### src/rtl/chp_pkg.sv
// ----------------------------------------------------------------------------
// chp_pkg
// Shared types, constants and helpers for the container header parser.
// ----------------------------------------------------------------------------
package chp_pkg;

	// header layout
	localparam int unsigned COUNT_W = 5;
	localparam logic [COUNT_W-1:0] HDR_LEN = 5'd16;
	localparam logic [7:0] VERSION_VALUE = 8'h01;
	localparam logic [7:0] MAX_MODE_RESET = 8'd4;

	// magic bytes, in order of arrival
	localparam logic [7:0] MAGIC_0 = 8'h44;
	localparam logic [7:0] MAGIC_1 = 8'h54;
	localparam logic [7:0] MAGIC_2 = 8'h4D;
	localparam logic [7:0] MAGIC_3 = 8'h31;

	// result status codes
	typedef enum logic [1:0] {
		ST_OK        = 2'd0,
		ST_SHORT     = 2'd1,
		ST_BAD_MAGIC = 2'd2,
		ST_BAD_HDR   = 2'd3
	} status_t;

	// one parsed result
	typedef struct packed {
		logic [31:0] pay_crc;
		logic [31:0] pay_len;
		logic [7:0]  param;
		logic [7:0]  flags;
		logic [7:0]  mode;
		status_t     status;
	} result_t;

	// expected magic byte for header positions zero to three
	function automatic logic [7:0] magic_byte(input logic [1:0] idx);
		logic [7:0] b;
		unique case (idx)
			2'd0: b = MAGIC_0;
			2'd1: b = MAGIC_1;
			2'd2: b = MAGIC_2;
			2'd3: b = MAGIC_3;
		endcase
		return b;
	endfunction

endpackage

### src/rtl/chp_hdr_track.sv
// ----------------------------------------------------------------------------
// chp_hdr_track
// Input register, header field capture and checks, one result per buffer.
// ----------------------------------------------------------------------------
module chp_hdr_track (
	input  logic                clk,
	input  logic                arst_n,
	input  logic                cfg_wr_en,
	input  logic [7:0]          cfg_wr_data,
	input  logic                in_valid,
	output logic                in_ready,
	input  logic [7:0]          in_byte,
	input  logic                in_last,
	input  logic                res_room,
	output logic                res_valid,
	output chp_pkg::result_t    res
);

	logic [7:0] max_mode_q;

	logic       valid_s1;
	logic [7:0] byte_s1;
	logic       last_s1;
	logic       adv;

	logic [chp_pkg::COUNT_W-1:0] count_q, count_n;
	logic        magic_bad_q, magic_bad_n;
	logic        hdr_bad_q, hdr_bad_n;
	logic [7:0]  mode_q, mode_n;
	logic [7:0]  flags_q, flags_n;
	logic [7:0]  param_q, param_n;
	logic [31:0] len_q, len_n;
	logic [31:0] crc_q, crc_n;

	// configuration register
	always_ff @(posedge clk or negedge arst_n) begin
		if (!arst_n) begin
			max_mode_q <= chp_pkg::MAX_MODE_RESET;
		end else if (cfg_wr_en) begin
			max_mode_q <= cfg_wr_data;
		end
	end

	// stage advances unless a final byte meets a full result buffer
	assign adv      = valid_s1 && (!last_s1 || res_room);
	assign in_ready = !valid_s1 || adv;

	// input register
	always_ff @(posedge clk or negedge arst_n) begin
		if (!arst_n) begin
			valid_s1 <= 1'b0;
		end else if (in_ready) begin
			valid_s1 <= in_valid;
		end
	end

	always_ff @(posedge clk) begin
		if (in_ready && in_valid) begin
			byte_s1 <= in_byte;
			last_s1 <= in_last;
		end
	end

	// header state after taking the registered byte
	always_comb begin
		count_n     = count_q;
		magic_bad_n = magic_bad_q;
		hdr_bad_n   = hdr_bad_q;
		mode_n      = mode_q;
		flags_n     = flags_q;
		param_n     = param_q;
		len_n       = len_q;
		crc_n       = crc_q;
		if (count_q < chp_pkg::HDR_LEN) begin
			count_n = count_q + 5'd1;
			unique case (count_q[3:0])
				4'd0, 4'd1, 4'd2, 4'd3: begin
					if (byte_s1 != chp_pkg::magic_byte(count_q[1:0]))
						magic_bad_n = 1'b1;
				end
				4'd4: begin
					if (byte_s1 != chp_pkg::VERSION_VALUE)
						hdr_bad_n = 1'b1;
				end
				4'd5: begin
					mode_n = byte_s1;
					if (byte_s1 > max_mode_q)
						hdr_bad_n = 1'b1;
				end
				4'd6: flags_n = byte_s1;
				4'd7: param_n = byte_s1;
				4'd8, 4'd9, 4'd10, 4'd11: begin
					len_n[{count_q[1:0], 3'b000} +: 8] = byte_s1;
				end
				4'd12, 4'd13, 4'd14, 4'd15: begin
					crc_n[{count_q[1:0], 3'b000} +: 8] = byte_s1;
				end
			endcase
		end
	end

	// result for the final byte, short buffer first
	always_comb begin
		res = '0;
		priority if (count_n < chp_pkg::HDR_LEN) begin
			res.status = chp_pkg::ST_SHORT;
		end else if (magic_bad_n) begin
			res.status = chp_pkg::ST_BAD_MAGIC;
		end else if (hdr_bad_n) begin
			res.status = chp_pkg::ST_BAD_HDR;
		end else begin
			res.status  = chp_pkg::ST_OK;
			res.mode    = mode_n;
			res.flags   = flags_n;
			res.param   = param_n;
			res.pay_len = len_n;
			res.pay_crc = crc_n;
		end
	end

	assign res_valid = adv && last_s1;

	// header state, cleared after the final byte
	always_ff @(posedge clk or negedge arst_n) begin
		if (!arst_n) begin
			count_q     <= '0;
			magic_bad_q <= 1'b0;
			hdr_bad_q   <= 1'b0;
			mode_q      <= '0;
			flags_q     <= '0;
			param_q     <= '0;
			len_q       <= '0;
			crc_q       <= '0;
		end else if (adv) begin
			if (last_s1) begin
				count_q     <= '0;
				magic_bad_q <= 1'b0;
				hdr_bad_q   <= 1'b0;
				mode_q      <= '0;
				flags_q     <= '0;
				param_q     <= '0;
				len_q       <= '0;
				crc_q       <= '0;
			end else begin
				count_q     <= count_n;
				magic_bad_q <= magic_bad_n;
				hdr_bad_q   <= hdr_bad_n;
				mode_q      <= mode_n;
				flags_q     <= flags_n;
				param_q     <= param_n;
				len_q       <= len_n;
				crc_q       <= crc_n;
			end
		end
	end

endmodule

### src/rtl/chp_out_buf.sv
// ----------------------------------------------------------------------------
// chp_out_buf
// Two-entry result buffer so results keep flowing while the sink stalls.
// ----------------------------------------------------------------------------
module chp_out_buf (
	input  logic                clk,
	input  logic                arst_n,
	input  logic                push,
	input  chp_pkg::result_t    push_res,
	output logic                room,
	output logic                out_valid,
	input  logic                out_ready,
	output chp_pkg::result_t    out_res
);

	chp_pkg::result_t entry_q [2];
	logic       wr_ptr_q;
	logic       rd_ptr_q;
	logic [1:0] count_q;
	logic       pop;

	assign room      = (count_q != 2'd2);
	assign out_valid = (count_q != 2'd0);
	assign pop       = out_valid && out_ready;
	assign out_res   = entry_q[rd_ptr_q];

	// entry storage
	always_ff @(posedge clk) begin
		if (push) begin
			entry_q[wr_ptr_q] <= push_res;
		end
	end

	// pointers and fill count
	always_ff @(posedge clk or negedge arst_n) begin
		if (!arst_n) begin
			wr_ptr_q <= 1'b0;
			rd_ptr_q <= 1'b0;
			count_q  <= 2'd0;
		end else begin
			if (push)
				wr_ptr_q <= ~wr_ptr_q;
			if (pop)
				rd_ptr_q <= ~rd_ptr_q;
			unique case ({push, pop})
				2'b10:   count_q <= count_q + 2'd1;
				2'b01:   count_q <= count_q - 2'd1;
				default: count_q <= count_q;
			endcase
		end
	end

endmodule

### src/rtl/container_header_parser.sv
// ----------------------------------------------------------------------------
// container_header_parser
// Checks and unpacks the 16-byte container header of a byte stream.
//
//   channel   dir   fields
//   s_axis    in    tdata: byte_value[7:0]; tlast: last_byte
//   m_axis    out   tuser: status[1:0]; tdata: mode, flags, param,
//                   length word, checksum word (lowest bits first)
//   cfg       in    wr_data: max_mode[7:0], written when wr_en is high
//
// One byte per cycle is accepted back to back unless the input stalls (below).
// A result enters the result buffer once its final byte has been taken into
// the input register: the input register feeds the result buffer directly.
// The two-entry result buffer keeps the input flowing while the sink stalls;
// input stalls only when both entries are full and a final byte waits.
// Reset clears all header state and sets max_mode to four.
// ----------------------------------------------------------------------------
module container_header_parser (
	input  logic        clk,
	input  logic        arst_n,
	input  logic        cfg_wr_en,
	input  logic [7:0]  cfg_wr_data,
	input  logic        s_axis_tvalid,
	output logic        s_axis_tready,
	input  logic [7:0]  s_axis_tdata,   // byte_value[7:0]
	input  logic        s_axis_tlast,   // last_byte
	output logic        m_axis_tvalid,
	input  logic        m_axis_tready,
	output logic [87:0] m_axis_tdata,   // mode, flags, param, length word, checksum word
	output logic [1:0]  m_axis_tuser    // status
);

	logic             res_room;
	logic             res_valid;
	chp_pkg::result_t res;
	chp_pkg::result_t out_res;

	// header tracking
	chp_hdr_track u_track (
		.clk         (clk),
		.arst_n      (arst_n),
		.cfg_wr_en   (cfg_wr_en),
		.cfg_wr_data (cfg_wr_data),
		.in_valid    (s_axis_tvalid),
		.in_ready    (s_axis_tready),
		.in_byte     (s_axis_tdata),
		.in_last     (s_axis_tlast),
		.res_room    (res_room),
		.res_valid   (res_valid),
		.res         (res)
	);

	// result buffer
	chp_out_buf u_buf (
		.clk       (clk),
		.arst_n    (arst_n),
		.push      (res_valid),
		.push_res  (res),
		.room      (res_room),
		.out_valid (m_axis_tvalid),
		.out_ready (m_axis_tready),
		.out_res   (out_res)
	);

	// output packing
	assign m_axis_tuser = out_res.status;
	assign m_axis_tdata = {out_res.pay_crc, out_res.pay_len,
		out_res.param, out_res.flags, out_res.mode};

endmodule
### config.mk
export PLATFORM = sky130hd
export DESIGN_NAME = container_header_parser
export DESIGN_NICKNAME = d
export VERILOG_FILES = /design/src/rtl/chp_pkg.sv /design/src/rtl/chp_hdr_track.sv /design/src/rtl/chp_out_buf.sv /design/src/rtl/container_header_parser.sv
export SDC_FILE = /design/constraint.sdc
export NUM_CORES = 1
export LEC_CHECK = 0
export BUFFER_PORTS_ARGS = -buffer_cell sky130_fd_sc_hd__buf_2
export CAP_MARGIN = 20
export CORE_ASPECT_RATIO = 1.1
export CORE_UTILIZATION = 50
export CTS_CLUSTER_DIAMETER = 100
export DETAILED_ROUTE_END_ITERATION = 8
export GPL_TIMING_DRIVEN = 0
export PLACE_DENSITY = 0.68
export SLEW_MARGIN = 20
export SYNTH_ARGS = -nofsm -noshare
export SYNTH_HDL_FRONTEND = slang
export SYNTH_HIERARCHICAL = 1
export SYNTH_SLANG_ARGS = --single-unit
### constraint.sdc
create_clock -name clk -period 5.8 [get_ports clk]
set_clock_uncertainty 0.2 [all_clocks]
set_input_delay 1.16 -clock clk [delete_from_list [all_inputs] [get_ports clk]]
set_output_delay 1.16 -clock clk [all_outputs]
set_load 0.01 [all_outputs]
Yosys cells after proc, flatten, opt, wreduce, memory -nomap -nowiden
Memories as Yosys holds them, arrays and structs flattened.
Index checks and enable logic that the tools add are counted.
{"block": "word_totals", "word_cells": 105, "regBits": 117, "out_inout_bits": 92, "mem_bits_rw": 180, "in_bits": 22, "memories": 1}
{"block": "classes", "shift": 2, "bitwise_logic": 2, "mux": 40, "order_cmp": 3, "add_sub_neg": 4, "reduce_logical": 15, "n_eq_ne": 23}
{"name": "u_buf.entry_q", "depth": 2, "width": 90, "rd": 1, "rd_clocked_by_memory_dff": 0, "wr": 1, "line_no": "chp_out_buf.sv:16", "source": "chp_pkg::result_t entry_q [2];"}
{"cell": "$mux 88", "count": 3}
{"cell": "$mux 32", "count": 6}
{"cell": "$mux 8", "count": 11}
{"cell": "$bwmux 32", "count": 2}
{"cell": "$eq 4x4->1 const B", "count": 8}
{"cell": "$pmux 8 s4", "count": 1}
{"cell": "$shift 8x7->32 const A", "count": 1}
{"cell": "$shiftx 8x7->32", "count": 1}
{"cell": "$eq 4x3->1 const B", "count": 4}
{"cell": "$reduce_or 4->1", "count": 3}
{"cell": "$lt 5x5->1 const B", "count": 2}
{"cell": "$mux 1", "count": 10}
{"cell": "$mux 5", "count": 2}
{"cell": "$eq 4x2->1 const B", "count": 2}
{"cell": "$gt 8x8->1", "count": 1}
{"cell": "$ne 8x1->1 const B", "count": 1}
{"cell": "$ne 8x8->1", "count": 1}
{"cell": "$neg 5->7", "count": 1}
{"cell": "$eq 2x2->1 const B", "count": 3}
{"cell": "$mux 2", "count": 3}
{"cell": "$add 5x1->5 const B", "count": 1}
{"cell": "$eq 2x1->1 const B", "count": 2}
{"cell": "$eq 4x1->1 const B", "count": 1}
{"cell": "$logic_and 1x1->1", "count": 4}
{"cell": "other kinds (11)", "count": 15}

Depth between registers and ports, before layout
{"block": "depth", "depth_word": 10, "mapped_depth": 10, "depth_no_buf": 7}

Modules after synthesis
Netlist, hierarchy kept.
{"mod": "chp_out_buf", "cells_per_inst": 297, "seq_area_each_um2": 5505.3, "instances": 1, "area_each_um2": 7139.3}
{"mod": "chp_hdr_track", "cells_per_inst": 917, "seq_area_each_um2": 2874.0, "instances": 1, "area_each_um2": 7046.8}

Worst setup path after synthesis
No wires, ideal clock.
{"block": "synth_path", "kind": "flip-flop to flip-flop", "from": "register u_track.last_s1", "to": "memory u_buf/entry_q[0][0] in the netlist's numbering, enable pin", "setup_slack_ps": 296, "required_ps": 5061, "setup_ps": 539, "path_buffers": 1, "synth_period_minus_slack_ps": 5504, "stages_incl_launch_ff": 5, "arrival_time_ps": 4766, "path_cell_list": "edfxtp_1 clkbuf_1 and3_1 inv_1 nor2_1"}
{"block": "synth_between", "elab_chain_len": 6}
{"item": "from (decl)", "line_no": "chp_hdr_track.sv:23", "source": "logic last_s1;"}
{"item": "from (signal assigned)", "line_no": "chp_hdr_track.sv:60", "source": "last_s1 <= in_last;"}
{"item": "$logic_not 1->1", "line_no": "chp_hdr_track.sv:45", "source": "assign adv = valid_s1 && (!last_s1 || res_room);"}
{"item": "$logic_or 1x1->1", "line_no": "chp_hdr_track.sv:45"}
{"item": "$logic_and 1x1->1", "line_no": "chp_hdr_track.sv:45"}
{"item": "$logic_and 1x1->1 (*)", "line_no": "chp_hdr_track.sv:121", "source": "assign res_valid = adv && last_s1;"}
{"item": "net res_valid", "line_no": "container_header_parser.sv:34", "source": "logic res_valid;"}
{"item": "$mux 1 (*)", "line_no": "chp_out_buf.sv:29", "source": "if (push) begin"}
{"item": "$mux 1 (implied by the code) (*)", "line_no": "chp_out_buf.sv:30", "source": "entry_q[wr_ptr_q] <= push_res;"}
{"item": "to (decl)", "line_no": "chp_out_buf.sv:16"}
The timed path passes the listed nets; every way through them passes the cells marked *.

Worst setup path in the final report
{"block": "layout_path", "from": "register u_track.last_s1", "to": "output s_axis_tready"}
{"block": "layout_between", "elab_chain_len": 4}
{"item": "$logic_not 1->1", "line_no": "chp_hdr_track.sv:45"}
{"item": "$logic_or 1x1->1", "line_no": "chp_hdr_track.sv:45"}
{"item": "$logic_and 1x1->1", "line_no": "chp_hdr_track.sv:45"}
{"item": "$logic_or 1x1->1", "line_no": "chp_hdr_track.sv:46", "source": "assign in_ready = !valid_s1 || adv;"}
{"item": "to (decl)", "line_no": "container_header_parser.sv:24", "source": "output logic s_axis_tready,"}
Every way passes these cells.

==> results.toml <==
[power]
p_leak_nw = 6.13
p_per_area_nw_per_um2 = 439
pwr-share-clk_pct = 24.7
p_sw_mw = 2.35
seq_power_share_pct = 40.4
p_int_mw = 4.79
pwr-share-comb_pct = 34.9
switching_share_pct = 33.0
ir_drop_v = 0.000281

[die]
die_h_um = 179
coreArea_um2 = 27900
top_level_ports = 114
initial_core_util_pct = 50.9
fp-row-count = 64
fp.dieW_um = 163
die-area_um2 = 29100

[timing]
finalSetupViolCount = 0
setup_tns_ns = 0
holdWs_ns = 0.293
fmax_mhz = 266
relSlewSlack_pct = 43.7
rsz0062_at_grt = "false"
tightest_slew_ns = 0.844
fin_crit_sh_pct = 64.7
hold_violations = 0
timing.final.crit_period_ns = 3.76
finalMaxSlewViolations = 0

[finish]
regArea_um2 = 8380
layout.nets = 1403
multi_input_area_um2 = 5230
drive_gt1_share_pct = 20.1
syn_to_final_growth_pct = 14.6
nFillCells = 2314
utilization_pct = 58.3
diodes = 0

[synth]
syn-instance-count = 1214
synth_edf_count = 189
synth_top_cell_by_area = "edfxtp_1"
seq_area_frac_synth_pct = 59.1
yosys-top-cells-count = "nand2_1, edfxtp_1, o21ai_0"
synth_fp_nets = 1253
yosysMostFrequentCell = "nand2_1"
synth_mux_area_share_pct = 9.58
ys_warn_count = 6
synthAdderAreaFrac_pct = 1.50
synth_area_um2 = 14200
synth_cell_type_count = 52
synth_seq_cells = 297
synth.avg_cell_area_um2 = 11.7
synth_compound_area_share_pct = 13.8
synth_top_family_by_area = "compound AO/OA/AOI/OAI gates"
synth_xor_area_share_pct = 0.432
ys_dominant_reg_cell = "edfxtp_1"
ys_top_cells_by_area = "edfxtp_1, dfrtp_1, mux2_4, nand2_1, o21ai_0"
async_reset_ff_share_pct = 36.4
synthSimpleGateAreaFrac_pct = 11.4
synth_top_area_share_pct = 40.0

[route]
drcViolationCount = 0
final_antenna_net_count = 0
drt_pass1_iterations = 5
vias_per_cell = 5.66
routed_wl_um = 32900
drt_iter0_drc = 944
via_count = 9902
wl_per_cell_um = 18.8

[worst_setup_path]
critPathMaxFanout = 10
worst-r2r-setup-slack_ns = 2.10
endpoint = "s_axis_tready"
cp_cell_sequence = "clkbuf_1, clkbuf_1, nand3b_1, buf_2"
cp.required_ns = 4.44
critPathSlowestCell = "clkbuf_1"
cp_slowest_stage_delay_ns = 0.53
crit_type = "reg2out"
endpoint_kind = "output port"
r2r_start = "u_track/count_q[0]"
reg2regPathDepth = 9
startpoint_type = "register"
timing.rr.end = "u_buf/entry_q[1][58]"
cp.arrival_ns = 2.40
path_common_cell = "clkbuf_1"
crit_path_start = "u_track/last_s1"

[grt]
grt.total_usage_pct = 23.0
grt-ovfl-total = 0
grt_first_pass_wirelength_um = 51700
antenna_found_initial = 0
grt_max_degree = 70
grt_pass1_vias = 9490

[placed_design]
portBuffers = 113
gp_congestion = 0.865
hpwl_um = 22500

[cts]
cts_setup_buffers = 0
clockRootBuffer = "clkbuf_16"
clk_pin_slew_worst_paths_ns = 0.06
htree_num_levels = 1
cts_resized = 0
cts_inserted_buffers = 29
cts_hold_buf = 0
clk_latency_ns = 0.54
cts_tree = "built"
cts_buffer_depth = 3
cts_sinks = 297

[job]
max_cap_violations = 0

[outcome]
status = "completed"

[hold_path]
worstHoldPathType = "reg2reg"
## worst max-delay path: cells and delay by family, from the launching register on
family / cells / cell delay (ns)
and+or+nand+nor: 1 / 0.23
DFF: 1 / 0.50
buffers and inverters: 3 / 1.13
## per-stage QoR
| step | setup slack (ns) | power (mW) | instance area (um^2) | std cells |
|---|---|---|---|---|
| after CTS | 2.05 | 7.18 | 16300 | 1749 |
| after global placement | -2.40 | 5.35 | 15200 | 1690 |
| after global routing | 1.80 | 7.53 | 16300 | 1749 |
| after floorplan | 0.296 | 4.66 | 14200 | 1214 |
| after detailed placement | 2.24 | 5.42 | 15400 | 1696 |
| final | 2.04 | 7.14 | 16300 | 1749 |
## how the worst min path moves through the flow
| stage | startpoint | to | depth (start not counted) |
|---|---|---|---|
| 6_report | u_track/flags_q[1] | u_track/flags_q[1] | 1 |
| 5_1_grt | u_track/flags_q[5] | u_track/flags_q[5] | 1 |
| 4_1_cts | u_track/flags_q[5] | u_track/flags_q[5] | 1 |
| 3_5_place_dp | u_track/param_q[2] | u_track/param_q[2] | 1 |
| 3_3_place_gp | u_buf/wr_ptr_q | u_buf/wr_ptr_q | 1 |
| 2_1_floorplan | u_buf/wr_ptr_q | u_buf/wr_ptr_q | 1 |
## cells in the final DEF, fill, tap and decap left out, types with 3 or more instances in the layout
cell type  synthesis  final
o21ai_1            3      3
buf_16             0      5
o21ai_0          139    139
xnor2_1            3      3
a21boi_0          32     32
clkbuf_16          0     29
clkinv_1           0      6
or4_1              3      3
nor2_1            74     73
mux2_4            89     89
edfxtp_1         189    189
and2_0             5      5
ha_1              17     17
dfrtp_1          107    107
buf_1              6      6
buf_12             9     10
clkinv_2           0      4
xor2_1             4      4
a21oi_1           35     35
nor2b_1            5      5
nor3b_1            5      5
clkbuf_1          67     75
buf_2              7    119
o211ai_1           4      4
inv_1             12     12
and3_1             9      9
a22oi_1           63     63
buf_6              4      5
and2_1             9      8
nand2b_1           4      4
nand2_1          254    254
a32o_1            24     24
## metal layers
layer	global-route usage, %	share of wire [%]	vias up
met4	7.20	2.5	0
met2	37.2	47	358
met5	0	0	-
li1	-	-	4681
met1	31.9	43	4798
met3	3.72	7.3	65
## flip-flops by register name (all words and copies together) (netlist names), 2 cells and up
signal / count
u_track/len_q: 32
u_track/mode_q: 8
u_track/flags_q: 8
u_track/param_q: 8
u_buf/entry_q: 180
u_buf/count_q: 2
u_track/crc_q: 32
u_track/byte_s1: 8
u_track/max_mode_q: 8
u_track/count_q: 5
## cell families (layout without fill, tap and decap cells)
kind of cell	count (synthesis)	in the layout
xor+xnor	7	7
flops	297	297
fa+ha+maj	17	17
mux	91	91
simple gates	385	385
buf+inv	106	278
compound gates	311	311
## power by group through the flow
stage	Combinational (mW)	Clock [mW]	Sequential, mW
3_3_place_gp	2.42	0	2.94
6_report	2.49	1.76	2.89
3_5_place_dp	2.49	0	2.92
2_1_floorplan	1.78	0	2.88
4_1_cts	2.51	1.80	2.88
5_1_grt	2.72	1.89	2.93
## layout make-up
class                   instances  share of cell area [%]
flip-flops and latches        297                    51.5
multi-input cells             811                    32.2
clock buffers                  39                    4.82
repair buffers                119                    4.49
plain buffers                  94                    3.33
well taps                     363                    2.79
clock inverters                14                   0.593
inverters                      12                   0.277
Note: power is estimated with default switching activity, not from simulation.
